===== src/rtl/ttq_pkg.sv =====
`default_nettype none

package ttq_pkg;

   typedef enum logic [1:0] {
      EV_NONE    = 2'd0,
      EV_WAKE    = 2'd1,
      EV_PREVIEW = 2'd2,
      EV_TAP     = 2'd3
   } event_kind_type;

   localparam int CSR_INDEX_BITS = 2;
   localparam int CSR_DATA_BITS  = 10;

   localparam logic [CSR_INDEX_BITS-1:0] CSR_HOLD_DELAY     = 2'd0;
   localparam logic [CSR_INDEX_BITS-1:0] CSR_MOVE_TOLERANCE = 2'd1;
   localparam logic [CSR_INDEX_BITS-1:0] CSR_MENU_MIN_DELAY = 2'd2;

   localparam int HOLD_DELAY_BITS     = 9;
   localparam int MOVE_TOLERANCE_BITS = 8;
   localparam int MENU_DELAY_BITS     = 10;

   localparam logic [HOLD_DELAY_BITS-1:0]     HOLD_DELAY_RESET     = 9'd150;
   localparam logic [MOVE_TOLERANCE_BITS-1:0] MOVE_TOLERANCE_RESET = 8'd18;
   localparam logic [MENU_DELAY_BITS-1:0]     MENU_MIN_DELAY_RESET = 10'd300;

   typedef struct packed {
      logic [HOLD_DELAY_BITS-1:0]     hold_delay_ms;
      logic [MOVE_TOLERANCE_BITS-1:0] move_tolerance;
      logic [MENU_DELAY_BITS-1:0]     menu_min_delay_ms;
   } cfg_type;

   typedef struct packed {
      logic tracking;
      logic previewed;
      logic consumed;
      logic moved;
   } flags_type;

endpackage

`default_nettype wire


===== src/rtl/ttq_cfg_regs.sv =====
`default_nettype none

module ttq_cfg_regs (
   input  wire logic                                clock,
   input  wire logic                                reset,
   input  wire logic                                csr_wr_en,
   input  wire logic [ttq_pkg::CSR_INDEX_BITS-1:0] csr_index,
   input  wire logic [ttq_pkg::CSR_DATA_BITS-1:0]  csr_wdata,
   output ttq_pkg::cfg_type                         cfg
);

   ttq_pkg::cfg_type cfg_ff;

   always_ff @(posedge clock) begin
      if (reset) begin
         cfg_ff.hold_delay_ms     <= ttq_pkg::HOLD_DELAY_RESET;
         cfg_ff.move_tolerance    <= ttq_pkg::MOVE_TOLERANCE_RESET;
         cfg_ff.menu_min_delay_ms <= ttq_pkg::MENU_MIN_DELAY_RESET;
      end else if (csr_wr_en) begin
         case (csr_index)
            ttq_pkg::CSR_HOLD_DELAY: begin
               cfg_ff.hold_delay_ms <= csr_wdata[ttq_pkg::HOLD_DELAY_BITS-1:0];
            end
            ttq_pkg::CSR_MOVE_TOLERANCE: begin
               cfg_ff.move_tolerance <= csr_wdata[ttq_pkg::MOVE_TOLERANCE_BITS-1:0];
            end
            ttq_pkg::CSR_MENU_MIN_DELAY: begin
               cfg_ff.menu_min_delay_ms <= csr_wdata[ttq_pkg::MENU_DELAY_BITS-1:0];
            end
            default: begin
               // unused index: write is dropped
            end
         endcase
      end
   end

   assign cfg = cfg_ff;

endmodule

`default_nettype wire


===== src/rtl/ttq_tap_logic.sv =====
`default_nettype none

module ttq_tap_logic #(
   parameter int COORD_BITS = 12,
   parameter int TIME_BITS  = 32
) (
   input  wire logic                  clock,
   input  wire logic                  reset,
   input  wire logic                  step_en,
   input  wire ttq_pkg::cfg_type      cfg,
   input  wire logic                  pressed,
   input  wire logic [COORD_BITS-1:0] pos_x,
   input  wire logic [COORD_BITS-1:0] pos_y,
   input  wire logic [TIME_BITS-1:0]  now_ms,
   input  wire logic                  asleep,
   input  wire logic                  on_menu,
   input  wire logic                  cancel,
   output logic [1:0]                 event_kind,
   output logic [COORD_BITS-1:0]      event_x,
   output logic [COORD_BITS-1:0]      event_y
);

   ttq_pkg::flags_type    flags_ff, flags_in, flags_cur;
   logic [COORD_BITS-1:0] start_x_ff, start_x_in;
   logic [COORD_BITS-1:0] start_y_ff, start_y_in;
   logic [TIME_BITS-1:0]  start_time_ff, start_time_in;

   logic [COORD_BITS-1:0]              dx, dy, tol;
   logic                               far;
   logic [TIME_BITS-1:0]               elapsed;
   logic [ttq_pkg::MENU_DELAY_BITS-1:0] hold_ext, delay;
   ttq_pkg::event_kind_type            kind;

   always_comb begin
      dx       = (pos_x > start_x_ff) ? pos_x - start_x_ff : start_x_ff - pos_x;
      dy       = (pos_y > start_y_ff) ? pos_y - start_y_ff : start_y_ff - pos_y;
      tol      = COORD_BITS'(cfg.move_tolerance);
      far      = (dx > tol) || (dy > tol);
      elapsed  = now_ms - start_time_ff;   // wraps modulo 2^TIME_BITS
      hold_ext = ttq_pkg::MENU_DELAY_BITS'(cfg.hold_delay_ms);
      delay    = (on_menu && (hold_ext < cfg.menu_min_delay_ms)) ?
                 cfg.menu_min_delay_ms : hold_ext;
   end

   always_comb begin
      // cancel clears the flags before the poll is looked at
      flags_cur     = cancel ? '0 : flags_ff;
      flags_in      = flags_cur;
      start_x_in    = start_x_ff;
      start_y_in    = start_y_ff;
      start_time_in = start_time_ff;
      kind          = ttq_pkg::EV_NONE;
      event_x       = '0;
      event_y       = '0;

      if (pressed) begin
         if (!flags_cur.tracking) begin
            flags_in.tracking  = 1'b1;
            flags_in.previewed = !asleep;
            flags_in.consumed  = asleep;
            flags_in.moved     = 1'b0;
            start_x_in         = pos_x;
            start_y_in         = pos_y;
            start_time_in      = now_ms;
            if (asleep) begin
               kind = ttq_pkg::EV_WAKE;
            end else begin
               kind    = ttq_pkg::EV_PREVIEW;
               event_x = pos_x;
               event_y = pos_y;
            end
         end else if (!flags_cur.consumed) begin
            if (!far && !flags_cur.moved && (elapsed >= TIME_BITS'(delay))) begin
               flags_in.consumed = 1'b1;
               kind              = ttq_pkg::EV_TAP;
               event_x           = start_x_ff;
               event_y           = start_y_ff;
            end else if (far && flags_cur.previewed) begin
               flags_in.moved = 1'b1;
               start_x_in     = pos_x;
               start_y_in     = pos_y;
               start_time_in  = now_ms;
               kind           = ttq_pkg::EV_PREVIEW;
               event_x        = pos_x;
               event_y        = pos_y;
            end
         end
      end else begin
         // release before the hold delay still counts as a tap
         if (flags_cur.tracking && !flags_cur.consumed && flags_cur.previewed &&
             !flags_cur.moved) begin
            kind    = ttq_pkg::EV_TAP;
            event_x = start_x_ff;
            event_y = start_y_ff;
         end
         flags_in = '0;
      end
   end

   assign event_kind = kind;

   always_ff @(posedge clock) begin
      if (reset) begin
         flags_ff      <= '0;
         start_x_ff    <= '0;
         start_y_ff    <= '0;
         start_time_ff <= '0;
      end else if (step_en) begin
         flags_ff      <= flags_in;
         start_x_ff    <= start_x_in;
         start_y_ff    <= start_y_in;
         start_time_ff <= start_time_in;
      end
   end

endmodule

`default_nettype wire


===== src/rtl/touch_tap_qualifier_core.sv =====
`default_nettype none

// Channel   Ports                                           Direction
// req       req_valid/req_ready, pressed, pos, now, flags   in
// rsp       rsp_valid/rsp_ready, event_kind, event_x/y      out
// csr       csr_wr_en, csr_index, csr_wdata (write only)    in
//
// One transfer per cycle sustained while results are taken; a poll's event goes
// into the result register, with rsp_valid, as it leaves the input register.
// The touch state is updated as a poll moves from the input register into
// the result register, so consecutive polls see each other's effects.
// Synchronous reset clears the touch state and loads the register defaults.
// A stalled result holds the input register; req_ready stays high while the
// input register is empty, or the result register is empty or being taken.

module touch_tap_qualifier_core #(
   parameter int COORD_BITS = 12,
   parameter int TIME_BITS  = 32
) (
   input  wire logic                                clock,
   input  wire logic                                reset,

   input  wire logic                                req_valid,
   output logic                                     req_ready,
   input  wire logic                                req_pressed,
   input  wire logic [COORD_BITS-1:0]               req_pos_x,
   input  wire logic [COORD_BITS-1:0]               req_pos_y,
   input  wire logic [31:0]                         req_now_ms,
   input  wire logic                                req_asleep,
   input  wire logic                                req_on_menu,
   input  wire logic                                req_cancel,

   output logic                                     rsp_valid,
   input  wire logic                                rsp_ready,
   output logic [1:0]                               rsp_event_kind,
   output logic [COORD_BITS-1:0]                    rsp_event_x,
   output logic [COORD_BITS-1:0]                    rsp_event_y,

   input  wire logic                                csr_wr_en,
   input  wire logic [ttq_pkg::CSR_INDEX_BITS-1:0] csr_index,
   input  wire logic [ttq_pkg::CSR_DATA_BITS-1:0]  csr_wdata
);

   ttq_pkg::cfg_type cfg;

   logic                  in_valid_ff, in_valid_in;
   logic                  in_pressed_ff, in_asleep_ff, in_on_menu_ff, in_cancel_ff;
   logic [COORD_BITS-1:0] in_pos_x_ff, in_pos_y_ff;
   logic [TIME_BITS-1:0]  in_now_ff;

   logic                  out_valid_ff, out_valid_in;
   logic [1:0]            out_kind_ff;
   logic [COORD_BITS-1:0] out_x_ff, out_y_ff;

   logic                  out_free, advance, req_take;
   logic [1:0]            ev_kind;
   logic [COORD_BITS-1:0] ev_x, ev_y;

   ttq_cfg_regs u_cfg (
      .clock     (clock),
      .reset     (reset),
      .csr_wr_en (csr_wr_en),
      .csr_index (csr_index),
      .csr_wdata (csr_wdata),
      .cfg       (cfg)
   );

   ttq_tap_logic #(
      .COORD_BITS (COORD_BITS),
      .TIME_BITS  (TIME_BITS)
   ) u_logic (
      .clock      (clock),
      .reset      (reset),
      .step_en    (advance),
      .cfg        (cfg),
      .pressed    (in_pressed_ff),
      .pos_x      (in_pos_x_ff),
      .pos_y      (in_pos_y_ff),
      .now_ms     (in_now_ff),
      .asleep     (in_asleep_ff),
      .on_menu    (in_on_menu_ff),
      .cancel     (in_cancel_ff),
      .event_kind (ev_kind),
      .event_x    (ev_x),
      .event_y    (ev_y)
   );

   assign out_free     = !out_valid_ff || rsp_ready;
   assign advance      = in_valid_ff && out_free;
   assign req_ready    = !in_valid_ff || out_free;
   assign req_take     = req_valid && req_ready;
   assign in_valid_in  = req_take || (in_valid_ff && !out_free);
   assign out_valid_in = advance || (out_valid_ff && !rsp_ready);

   always_ff @(posedge clock) begin
      if (reset) begin
         in_valid_ff  <= 1'b0;
         out_valid_ff <= 1'b0;
      end else begin
         in_valid_ff  <= in_valid_in;
         out_valid_ff <= out_valid_in;
      end
   end

   always_ff @(posedge clock) begin
      if (req_take) begin
         in_pressed_ff <= req_pressed;
         in_pos_x_ff   <= req_pos_x;
         in_pos_y_ff   <= req_pos_y;
         in_now_ff     <= req_now_ms[TIME_BITS-1:0];
         in_asleep_ff  <= req_asleep;
         in_on_menu_ff <= req_on_menu;
         in_cancel_ff  <= req_cancel;
      end
      if (advance) begin
         out_kind_ff <= ev_kind;
         out_x_ff    <= ev_x;
         out_y_ff    <= ev_y;
      end
   end

   assign rsp_valid      = out_valid_ff;
   assign rsp_event_kind = out_kind_ff;
   assign rsp_event_x    = out_x_ff;
   assign rsp_event_y    = out_y_ff;

endmodule

`default_nettype wire


===== config.mk =====
export PLATFORM = sky130hd
export DESIGN_NAME = touch_tap_qualifier_core
export DESIGN_NICKNAME = d
export VERILOG_FILES = /design/src/rtl/ttq_pkg.sv /design/src/rtl/ttq_cfg_regs.sv /design/src/rtl/ttq_tap_logic.sv /design/src/rtl/touch_tap_qualifier_core.sv
export SDC_FILE = /design/constraint.sdc
export NUM_CORES = 1
export LEC_CHECK = 0
export BUFFER_PORTS_ARGS = -buffer_cell sky130_fd_sc_hd__clkbuf_2
export CORE_MARGIN = 1.5
export CORE_UTILIZATION = 35
export CTS_CLUSTER_SIZE = 25
export DETAILED_ROUTE_END_ITERATION = 6
export MAX_ROUTING_LAYER = met4
export SYNTH_ARGS = -nofsm -noshare
export SYNTH_HDL_FRONTEND = slang
export SYNTH_SLANG_ARGS = --single-unit

===== constraint.sdc =====
create_clock -name clock -period 6.62 [get_ports clock]
set_input_delay 1.324 -clock clock [delete_from_list [all_inputs] [get_ports clock]]
set_output_delay 1.324 -clock clock [all_outputs]
set_load 0.02 [all_outputs]

### After elaboration in Yosys (flattened, before gate mapping)

Index checks and enable logic that the tools add are counted.

| operators by class | value |
|---|---|
| add/subtract/negate cells | 5 |
| multipliers | 0 |
| divide/modulo/power cells | 0 |
| $lt $le $gt $ge | 6 |
| eq/ne operators | 5 |
| shift operators | 0 |
| muxes and demuxes | 44 |
| bitwise gates (word level) | 0 |
| reduce and logical (&&, ||, !) cells | 29 |

Operators with widths:

| operator | count |
|---|---|
| 12-bit 2-to-1 mux | 24 |
| 32-bit 2-to-1 mux | 4 |
| 12-bit subtractor | 4 |
| 32-bit by 10-bit >= comparator with 1-bit output | 1 |
| 32-bit subtractor | 1 |
| 12-bit > comparator | 2 |
| 12-bit by 8-bit > comparator with 1-bit output | 2 |
| 2-bit 2-to-1 mux | 9 |
| 1-bit logical AND | 11 |
| 9-bit by 10-bit less-than comparator with 1-bit output | 1 |
| 10-bit 2-to-1 mux | 1 |
| 1-bit zero test | 8 |
| 4-bit 2-to-1 mux | 2 |
| 2-bit inequality test (second input constant) | 3 |
| 2-bit AND reduction | 3 |
| 1-bit logical OR | 5 |
| 5-bit AND reduction | 1 |
| 1-bit 2-to-1 mux | 4 |
| 2-bit by 1-bit == test with 1-bit output (second input constant) | 1 |
| 2-bit == test (second input constant) | 1 |
| 2-bit zero test | 1 |

| storage, ports and cells | value |
|---|---|
| register bits after elaboration | 175 |
| bits in latches | 0 |
| memory bits (writable) | 0 |
| memory bits (read-only) | 0 |
| output and inout port bits | 28 |
| logic and storage cells | 111 |
| memories | 0 |

### Longest topological paths before layout

Gate-level depths: netlist of run 1.

| depth | value |
|---|---|
| word-level depth | 11 |
| gate-level depth with buffers | 28 |
| gate-level depth less buffers | 24 |

### Cells and area by module

A second synthesis of run 1 with hierarchy kept.

| second synthesis, totals | value |
|---|---|
| cell total of the unflattened synthesis | 1226 |
| area total of the unflattened synthesis | 11805.1 sq um |

Modules (own cells, without submodules):

| module | instances | cells each | area an instance (sq um) |
|---|---|---|---|
| ttq_tap_logic | 1 | 1018 | 7978.9 |
| touch_tap_qualifier_core | 1 | 96 | 2686.3 |
| ttq_cfg_regs | 1 | 112 | 1139.8 |

### Worst setup path before layout of run 1

Ideal clock, no wire load.

| timing | value |
|---|---|
| path kind | reg2reg |
| start point | register u_cfg.cfg_ff, in the netlist u_cfg.cfg[1] |
| end point | register out_y_ff[1] (netlist: rsp_event_y[1]) (data pin) |
| arrival time | 5.305 ns |
| required time | 6.355 ns |
| setup slack | 1.050 ns |
| stages on the path, launching flop included | 28 |
| cells stage by stage | dfxtp_1 inv_1 ha_1 a21o_1 a21o_1 a21o_1 a21o_1 a21o_1 a21o_1 a21o_1 a21oi_1 o21ai_0 buf_1 mux2_2 ha_1 nand2b_1 a31oi_1 nor2_1 a211o_1 or4_1 nor4_1 nand4b_1 nor4_1 nand3b_1 nor2b_1 buf_2 buf_4 a221oi_2 |

| on the way | value |
|---|---|
| word-level cells in the longest chain between the ends | 9 |

Ends and longest elaborated chain:

| what | line | source |
|---|---|---|
| from (decl) | ttq_cfg_regs.sv:12 | `ttq_pkg::cfg_type cfg_ff;` |
| 9-bit by 10-bit less-than comparator with 1-bit output | ttq_tap_logic.sv:41 | `delay = (on_menu && (hold_ext < cfg.menu_min_delay_ms)) ?` |
| 1-bit logical AND | ttq_tap_logic.sv:41 |  |
| 10-bit 2-to-1 mux (*) | ttq_tap_logic.sv:41 |  |
| 32-bit by 10-bit >= comparator with 1-bit output (*) | ttq_tap_logic.sv:73 | `if (!far && !flags_cur.moved && (elapsed >= TIME_BITS'(delay))) begin` |
| 1-bit logical AND (*) | ttq_tap_logic.sv:73 |  |
| 12-bit 2-to-1 mux (*) | ttq_tap_logic.sv:73 |  |
| 12-bit 2-to-1 mux (*) | ttq_tap_logic.sv:72 | `end else if (!flags_cur.consumed) begin` |
| 12-bit 2-to-1 mux (*) | ttq_tap_logic.sv:57 | `if (!flags_cur.tracking) begin` |
| 12-bit 2-to-1 mux (*) | ttq_tap_logic.sv:56 | `if (pressed) begin` |
| via ev_y[1] | touch_tap_qualifier_core.sv:57 | `logic [COORD_BITS-1:0] ev_x, ev_y;` |
| to (signal assigned) | touch_tap_qualifier_core.sv:118 | `out_y_ff <= ev_y;` |
| to (decl) | touch_tap_qualifier_core.sv:53 | `logic [COORD_BITS-1:0] out_x_ff, out_y_ff;` |

The timed path passes the listed nets; every way through them passes the cells marked *.
A chain may end at the register's enable or synchronous reset.

### Final worst setup path of run 1

| timing | value |
|---|---|
| start point | register in_pos_y_ff[7] |
| end point | register out_y_ff[2] (netlist: rsp_event_y[2]) (data pin) |

| on the way | value |
|---|---|
| word-level cells in the longest chain between the ends | 11 |

Ends and longest elaborated chain:

| what | line | source |
|---|---|---|
| from (decl) | touch_tap_qualifier_core.sv:48 | `logic [COORD_BITS-1:0] in_pos_x_ff, in_pos_y_ff;` |
| from (signal assigned) | touch_tap_qualifier_core.sv:109 | `in_pos_y_ff <= req_pos_y;` |
| 12-bit subtractor / 12-bit > comparator (equally long branches) | ttq_tap_logic.sv:36 | `dy = (pos_y > start_y_ff) ? pos_y - start_y_ff : start_y_ff - pos_y;` |
| 12-bit 2-to-1 mux (*) | ttq_tap_logic.sv:36 |  |
| 12-bit by 8-bit > comparator with 1-bit output (*) | ttq_tap_logic.sv:38 | `far = (dx > tol) \|\| (dy > tol);` |
| 1-bit logical OR (*) | ttq_tap_logic.sv:38 |  |
| 1-bit zero test | ttq_tap_logic.sv:73 |  |
| 1-bit logical AND (2 in a row) | ttq_tap_logic.sv:73 |  |
| 12-bit 2-to-1 mux (*) | ttq_tap_logic.sv:73 |  |
| 12-bit 2-to-1 mux (*) | ttq_tap_logic.sv:72 |  |
| 12-bit 2-to-1 mux (*) | ttq_tap_logic.sv:57 |  |
| 12-bit 2-to-1 mux (*) | ttq_tap_logic.sv:56 |  |
| via ev_y[2] | touch_tap_qualifier_core.sv:57 |  |

Marked as above.

==> metrics, run 1 <==
Setup Buffers After CTS 0; first-pass GRT wire length 52580 um; synthesis-stage register bit count 175; Clock power frac ~34%; FP Rows 67; f_max 0.1631 GHz; Yosys top cell by area edfxtp_1; initial drt markers 734; Reg2Reg Depth 22; worst hold endpoint u_logic.flags_ff[3]; CTS H-tree lvls 4; YS warnings 0; grt total ovfl 0; Routed Antenna Nets 0; ys flop type dfxtp_1; die area roughly 36000 um2; worst path cell trace inv_1 > ha_1 > nand4_1 > or4_1 > and2_4 > or2_1 > a31o_2 > o22ai_1 > a21oi_1 > xnor2_1 > ha_1 > a21oi_1 > nor2b_1 > o22ai_1 > o2111ai_1 > nor4_1 > o2111ai_1 > or3_1 > o31ai_2 > buf_4 > o21ai_1 > a221oi_2; clock sink count 175; Sequential Power Share a little over two fifths; clock slew at reported path FFs 0.07 ns; outcome complete, no violations; Multi-input gate area 7038 um2; final wirelength 32260 um; Register Area 4364 um2; Syn Area/Cell 9.008 um2; Final setup viols 0; Post-Layout Cell Count 1876; initial antenna violation count 0; Commonest cells post-synth 156 x nor2_1, 112 x inv_1, 111 x ha_1, 100 x a21oi_1, 89 x dfxtp_1; pwr dens 212.0 nW/um2; Reg-to-Reg End rsp_event_y[2]; cts hold-fix bufs 0; Max-slew headroom 31.68%; RSZ-0062 raised after global routing no; CP required ~6.9 ns; HP Class reg -> reg; combinational fraction of design power 23.5%; max-cap viol count 0; total nets after synthesis about 1500; crit start category flip-flop; Setup crit end kind flip-flop; IO buf count 104; Placeable Area 33700 um2; Net Switching 0.0008892 W; CTS buffer count 17; placer congestion estimate 0.9173; pin count of the biggest net entering global routing 90; CP max-delay cell or4_1; crit path max fanout 18; Post-synth EDFFs 86; Int Power 0.001993 W; r2r setup slk roughly 0.49 ns; Die W about 190 um; Hold Startpoint u_logic.flags_ff[3]; DP Area 13030 um2; vias between 10000 and 15000; final period utilization 92.63%; initial core utilization between 30 and 40%; Seq/Total Area, Yosys 36.16%; Net Sw Frac 30.85%; share of cells above drive strength 1 roughly an eighth; Final nets 1608; worst hold slack between 0.4 and 0.5 ns; post_cts resized 0; clock tree buffer depth 2; fillcell total 3420; DRC 0; DR vias/cell 5.356; cell count after synthesis 1340; area grow syn2layout 12.62%; Crit Path Class reg -> reg; FF-to-FF Start in_pos_y_ff[7]; Post-Syn Area 12070 um2; worst hold path depth 2; Placed Cells roughly 1800; Post-DP HPWL approximately 24000 um; Setup TNS 0 ns; Synth area leaders edfxtp_1 21%, dfxtp_1 15%, ha_1 12%; max incr delay on CP 0.57 ns; DRT Pass-1 Iters 5; clock latency on the worst-skew pair 0.45 ns; synth unique cells 76; post-layout instance area between 10000 and 15000 um2; TritonCTS clock tree done; Ant. Diodes 0; Synth top area share between 20% and 30%; fin. max-slew vios 0; # IOs approximately 110; Hold Fails Final Rpt 0; Power, Total between 0.002 and 0.003 W; async set or reset register ratio after synthesis 0%; Tmin final 6.132 ns; crit path DAT 6.41 ns; Slew @ Worst Pin 1.025 ns; Worst IR Drop VDD around 0.18 mV; overall routing resource usage 19.07%; die span in y 188.7 um; clock skew 0.01080 ns; CTS root buffer clkbuf_16; Pleak 5.370 nW; count leader, synth nor2_1; Avg WL per Cell 17.20 um; vias in the first global route 9882
[power groups by stage]
stage | logic, W | clock network (W) | registers [W]
floorplan | 0.000483 | 0 | 0.00125
global placement | 0.000666 | 0 | 0.00125
detailed placement | 0.000673 | 0 | 0.00125
CTS | 0.000678 | 0.00101 | 0.00123
global route | 0.000763 | 0.00104 | 0.00124
finish | 0.000678 | 0.000975 | 0.00123
[worst max-delay path, delay by kind of cell, from the launching register on]
kind,cells,cell delay [ns]
adder cells (fa/ha/maj),2,0.74
buffers and inverters,2,0.46
AO/OA/AOI/OAI,10,1.95
AND/OR/NAND/NOR,7,2.16
XOR/XNOR,1,0.23
flip-flops,1,0.42
[stage by stage]
| stage | setup slack [ns] | util, % |
|---|---|---|
| 2_1_floorplan | 1.050 | - |
| 6_report | 0.4879 | 40.34 |
| 5_1_grt | 0.02755 | 40.34 |
| 4_1_cts | 0.2330 | 40.32 |
| 3_5_place_dp | 0.2744 | 38.66 |
| 3_3_place_gp | 0.4805 | 38.66 |
[layout make-up]
class | count | share of cell area (%)
clock buffers | 21 | 3.314
clock inverters | 11 | 0.8100
inverters | 113 | 3.120
multi-input cells | 989 | 51.78
flip-flops and latches | 175 | 32.11
well taps | 448 | 4.124
repair buffers | 119 | 4.750
[how the worst max path moves through the flow]
stage | start | end | slack, ns | cells past startpoint
global placement | u_cfg.cfg[1] | rsp_event_y[1] | 0.48 | 26
detailed placement | u_cfg.cfg[1] | rsp_event_y[3] | 0.27 | 26
floorplan | u_cfg.cfg[1] | rsp_event_y[1] | 1.05 | 27
finish | in_pos_y_ff[7] | rsp_event_y[2] | 0.49 | 22
global route | in_pos_x_ff[5] | rsp_event_y[4] | 0.03 | 22
CTS | u_cfg.cfg[1] | rsp_event_y[3] | 0.23 | 26
[metal layers]
metal | global-route usage (%) | vias to the layer above | wire [um]
met2 | 29.64 | 218 | 14460
met4 | 5.647 | 0 | 599
met3 | 2.589 | 41 | 1305
li1 | - | 4998 | -
met1 | 25.79 | 4791 | 15890
met5 | - | - | 0
[logic make-up (layout without fill, tap and decap cells)]
logic type               after synthesis  in the layout  share of synthesized area (%)
flip-flops                           175            175                          36.16
buffers and inverters                176            264                          5.805
XOR/XNOR                              34             34                          2.467
multiplexers                          87             87                          7.256
AND/OR/NAND/NOR                      387            387                          15.05
adder cells (fa/ha/maj)              116            116                          12.34
AO/OA/AOI/OAI                        365            365                          20.93
[cell usage in the layout, fill, tap and decap left out, drive strengths merged, types with 11 or more instances in the layout]
cell type / Yosys / layout
o21ai: 77 / 77
mux2i: 83 / 83
nor2b: 18 / 18
nor2: 156 / 156
o211ai: 12 / 12
clkbuf: 42 / 124
xor2: 11 / 11
a221oi: 22 / 22
o21a: 11 / 11
dfxtp: 89 / 89
edfxtp: 86 / 86
a211oi: 13 / 13
nand3: 22 / 22
nand2b: 17 / 17
ha: 111 / 111
a21o: 38 / 38
nand2: 88 / 88
a211o: 14 / 14
a21oi: 100 / 100
xnor2: 23 / 23
inv: 113 / 115
nand4: 20 / 20
buf: 21 / 16
No activity file was read; power rests on OpenSTA's default activity.
==> run 2: changes to the inputs <==
--- a/config.mk
+++ b/config.mk
@@ -11,6 +11,7 @@
 export CTS_CLUSTER_SIZE = 25
 export DETAILED_ROUTE_END_ITERATION = 6
 export MAX_ROUTING_LAYER = met4
+export RECOVER_POWER = 50
 export SYNTH_ARGS = -nofsm -noshare
 export SYNTH_HDL_FRONTEND = slang
 export SYNTH_SLANG_ARGS = --single-unit
==> metrics, run 2 (synthesis gave the netlist of run 1 again) <==
outcome complete, but fails checks; violated checks capacitance limit, slew limit; CTS H-tree lvls 4; CTS root buffer clkbuf_16; max-cap viol count 2; fin. max-slew vios between 150 and 200; CP startpoint in_pos_y_ff[7]; clock latency on the worst-skew pair 0.45 ns; r2r setup slk 0.49 ns; CP required approximately 6.9 ns; Reg2Reg Depth 22; CP max-delay cell or4_1; Post-Layout Cell Count between 1500 and 2000; worst path cell trace inv_1 > ha_1 > nand4_1 > or4_1 > and2_4 > or2_1 > a31o_2 > o22ai_1 > a21oi_1 > xnor2_1 > ha_1 > a21oi_1 > nor2b_1 > o22ai_1 > o2111ai_1 > nor4_1 > o2111ai_1 > or3_1 > o31ai_2 > buf_4 > o21ai_1 > a221oi_2; Worst IR Drop VDD 0.1777 mV; RSZ-0062 raised after global routing no; Power, Total 0.002882 W; grt total ovfl 0; Reg-to-Reg End rsp_event_y[2]; crit path max fanout 18; final wirelength 32260 um; post-layout instance area 13550 um2; TritonCTS clock tree done; first-pass GRT wire length ~53000 um; vias in the first global route 9882; Routed Antenna Nets 0; worst hold slack 0.4706 ns; die area 35610 um2; HP Class reg -> reg; initial antenna violation count 0; max incr delay on CP about 0.57 ns; clock sink count 175; commonest non-fill, non-tap cell in the layout nor2_1; delay-heaviest family, CP simple AND/OR/NAND/NOR gates; clock tree buffer depth 2; DR vias/cell 5.353; pin count of the biggest net entering global routing 90; placer congestion estimate 0.9173; CP bufs+invs 2; Die W 188.7 um; DP Area around 13000 um2; pwr dens 212.7 nW/um2; final period utilization 92.66%; overall routing resource usage 19.07%; Slew @ Worst Pin 4.291 ns; Ant. Diodes 0; Avg WL per Cell about 17 um; crit start category flip-flop; Placeable Area 33700 um2; most frequent cells in the layout 156 x nor2_1, 112 x inv_1, 111 x ha_1; # IOs 105; Final setup viols 0; cts hold-fix bufs 0; worst hold path depth 2; initial core utilization 35.82%; crit path DAT 6.41 ns; share of cells above drive strength 1 11.06%; Max-slew headroom -186.0%; worst hold endpoint u_logic.flags_ff[3]; post_cts resized 0; Post-DP HPWL ~24000 um; clock skew ~0.011 ns; clock slew at reported path FFs ~0.07 ns; Tmin final 6.134 ns; Setup TNS 0 ns; initial drt markers 740; IO buf count around 100; Setup crit end kind flip-flop; Hold Startpoint u_logic.flags_ff[3]; Hold Fails Final Rpt 0; Placed Cells around 1800; vias 10040; Crit Path Class reg -> reg; FP Rows 67; CTS buffer count 17; FF-to-FF Start in_pos_y_ff[7]; Pleak 5.278 nW; f_max 0.1630 GHz; die span in y 188.7 um; DRC 0; area grow syn2layout 12.25%; Setup Buffers After CTS 0; Final nets between 1500 and 2000; DRT Pass-1 Iters 5
run 2: power breakdown:
| group | switching (W) | internal, W | total (W) |
|---|---|---|---|
| Clock | 0.000444 | 0.000531 | 0.000975 |
| Combinational | 0.000407 | 0.000269 | 0.000676 |
| Sequential | 0.0000380 | 0.00119 | 0.00123 |
run 2: final cells by class:
cell class              count  area [um2]
fillers                  3430       20150
multi-input cells         989        7038
flip-flops and latches    175        4364
repair buffers            119       601.8
well taps                 448       560.5
clock buffers              21       450.4
inverters                 113       424.2
clock inverters            11       110.1
run 2: worst max path at each step:
| stage | endpoint | slack, ns | cells past startpoint |
|---|---|---|---|
| 2_1_floorplan | rsp_event_y[1] | 1.05 | 27 |
| 3_3_place_gp | rsp_event_y[1] | 0.48 | 26 |
| 3_5_place_dp | rsp_event_y[3] | 0.27 | 26 |
| 4_1_cts | rsp_event_y[3] | 0.23 | 26 |
| 5_1_grt | rsp_event_y[4] | 0.03 | 22 |
| 6_report | rsp_event_y[2] | 0.49 | 22 |
run 2: routing by layer:
metal  vias to the layer above  GRT usage [%]  routed length (um)
met4                         0          5.647                 584
met2                       218          29.64               14470
met1                      4790          25.79               15910
met5                         -              -                   0
li1                       4997              -                   -
met3                        37          2.589                1299
run 2: worst reg2reg max path, stage by stage (launching register included):
cell	delay (ns)
edfxtp_1	0.42
inv_1	0.11
ha_1	0.45
nand4_1	0.20
or4_1	0.57
and2_4	0.20
or2_1	0.42
a31o_2	0.35
o22ai_1	0.15
a21oi_1	0.10
xnor2_1	0.23
ha_1	0.29
a21oi_1	0.15
nor2b_1	0.06
o22ai_1	0.14
o2111ai_1	0.14
nor4_1	0.24
o2111ai_1	0.23
or3_1	0.47
o31ai_2	0.29
buf_4	0.35
o21ai_1	0.16
a221oi_2	0.25
run 2: stage by stage:
| step | utilization, % | worst slack, ns |
|---|---|---|
| floorplan | - | 1.050 |
| global placement | 38.66 | 0.4805 |
| detailed placement | 38.66 | 0.2744 |
| CTS | 40.32 | 0.2330 |
| global route | 40.21 | 0.02755 |
| finish | 40.21 | 0.4856 |
==> run 3: changes to the inputs <==
==> constraint.sdc (replaced) <==
create_clock -name clock -period 7.1 [get_ports clock]
set_input_delay 1.42 -clock clock [delete_from_list [all_inputs] [get_ports clock]]
set_output_delay 1.42 -clock clock [all_outputs]
set_load 0.02 [all_outputs]
==> metrics, run 3 (synthesis gave the netlist of run 1 again) <==
IO buf count about 100; Pleak 5.281 nW; crit start category flip-flop; worst hold slack 0.4735 ns; DRT Pass-1 Iters 5; grt total ovfl 0; Routed Antenna Nets 0; post_cts resized 0; die span in y 188.7 um; max-cap viol count 3; Placeable Area between 30000 and 40000 um2; clock slew at reported path FFs about 0.070 ns; cts hold-fix bufs 0; placer congestion estimate roughly 0.94; CTS H-tree lvls 4; clock tree buffer depth 2; Crit Path Class reg -> reg; Setup crit end kind flip-flop; CTS buffer count 17; Setup Buffers After CTS 0; final period utilization 85.80%; commonest non-fill, non-tap cell in the layout nor2_1; Worst IR Drop VDD 0.1753 mV; clock sink count about 180; area grow syn2layout 12.34%; TritonCTS clock tree done; Hold Fails Final Rpt 0; Die W around 190 um; clock skew 0.01581 ns; Setup TNS 0 ns; Avg WL per Cell 17.24 um; # IOs between 100 and 150; DR vias/cell between 5 and 6; initial antenna violation count 0; violated checks capacitance limit, slew limit; CTS root buffer clkbuf_16; fin. max-slew vios ~180; Tmin final about 6 ns; pin count of the biggest net entering global routing 90; pwr dens a little over 200 nW/um2; clock latency on the worst-skew pair 0.45 ns; Post-Layout Cell Count approximately 1900; DRC 0; initial drt markers 837; HP Class reg -> reg; CP bufs+invs 3; first-pass GRT wire length 51920 um; Final nets 1606; Util after Layout 40.24%; crit path DAT 6.27 ns; f_max 0.1642 GHz; Post-DP HPWL 23720 um; delay-heaviest family, CP compound AO/OA/AOI/OAI gates; RSZ-0062 raised after global routing no; Ant. Diodes 0; Final setup viols 0; vias in the first global route 9788; outcome complete, but fails checks; vias 10140; most frequent cells in the layout 156 x nor2_1, 112 x inv_1, 111 x ha_1; crit path max fanout 19; CP required 7.28 ns; final wirelength 32310 um; max incr delay on CP 0.56 ns; Placed Cells ~1800; Top cell by count, worst path a21o_1; Slew @ Worst Pin 4.309 ns; Max-slew headroom -187.3%; CP max-delay cell nor4_1; overall routing resource usage 18.93%; initial core utilization 35.82%; FP Rows 67; share of cells above drive strength 1 a little over a tenth; die area 35610 um2
[run 3: cell count changes in the layout (fill, tap and decap cells not counted), sizes merged]
cell,previous run,this run
inv,115,120
clkbuf,126,128
clkinv,5,1
clkinvlp,3,0
buf,14,12
[run 3: worst reg2reg max path, stage by stage, from the launching register on]
cell      delay [ns]
dfxtp_1         0.35
inv_1           0.05
ha_1            0.29
a21o_1          0.16
a21o_1          0.16
a21o_1          0.17
a21o_1          0.17
a21o_1          0.17
a21o_1          0.17
a21o_1          0.16
a21oi_1         0.12
o21ai_0         0.08
buf_4           0.19
mux2_2          0.28
ha_1            0.26
nand2b_1        0.14
a31oi_1         0.26
nor2_1          0.08
a211o_1         0.26
or4_1           0.48
nor4_1          0.21
nand4b_1        0.16
nor4_1          0.56
nand3b_1        0.22
nor2b_2         0.15
buf_4           0.39
a221oi_2        0.15
[run 3: path summary, 6_finish.rpt]
kind                        from                   to  slack, ns  depth (start not counted)
max                 u_cfg.cfg[1]       rsp_event_y[5]       1.01                         26
min          u_logic.flags_ff[3]  u_logic.flags_ff[3]       0.47                          2
max reg2reg         u_cfg.cfg[1]       rsp_event_y[5]       1.01                         26
min reg2reg  u_logic.flags_ff[3]  u_logic.flags_ff[3]       0.47                          2
[run 3: cell type report]
cell class | count | area [um2]
fill | 3425 | 20140
multi-input combinational | 989 | 7033
sequential | 175 | 4364
timing repair buffer | 117 | 566.8
tap | 448 | 560.5
clock buffer | 23 | 521.8
inverter | 113 | 424.2
clock inverter | 9 | 88.84
[run 3: report_power, final]
| group | switching (W) | internal, W |
|---|---|---|
| Sequential | 0.0000352 | 0.00111 |
| Combinational | 0.000378 | 0.000249 |
| Clock | 0.000429 | 0.000561 |
[run 3: metrics by stage]
step	setup slack [ns]	cell area [um2]	power, W
6_report	1.008	13560	0.002764
5_1_grt	0.5793	13560	0.002911
4_1_cts	0.9932	13610	0.002799
3_5_place_dp	1.026	13000	0.001793
3_3_place_gp	1.180	13000	0.001789
2_1_floorplan	1.530	12070	0.001617
[run 3: per-layer routing]
layer	GRT usage (%)	wire, um
met1	25.67	15790
met2	29.24	14520
met3	2.757	1482
met4	5.403	518
met5	-	0
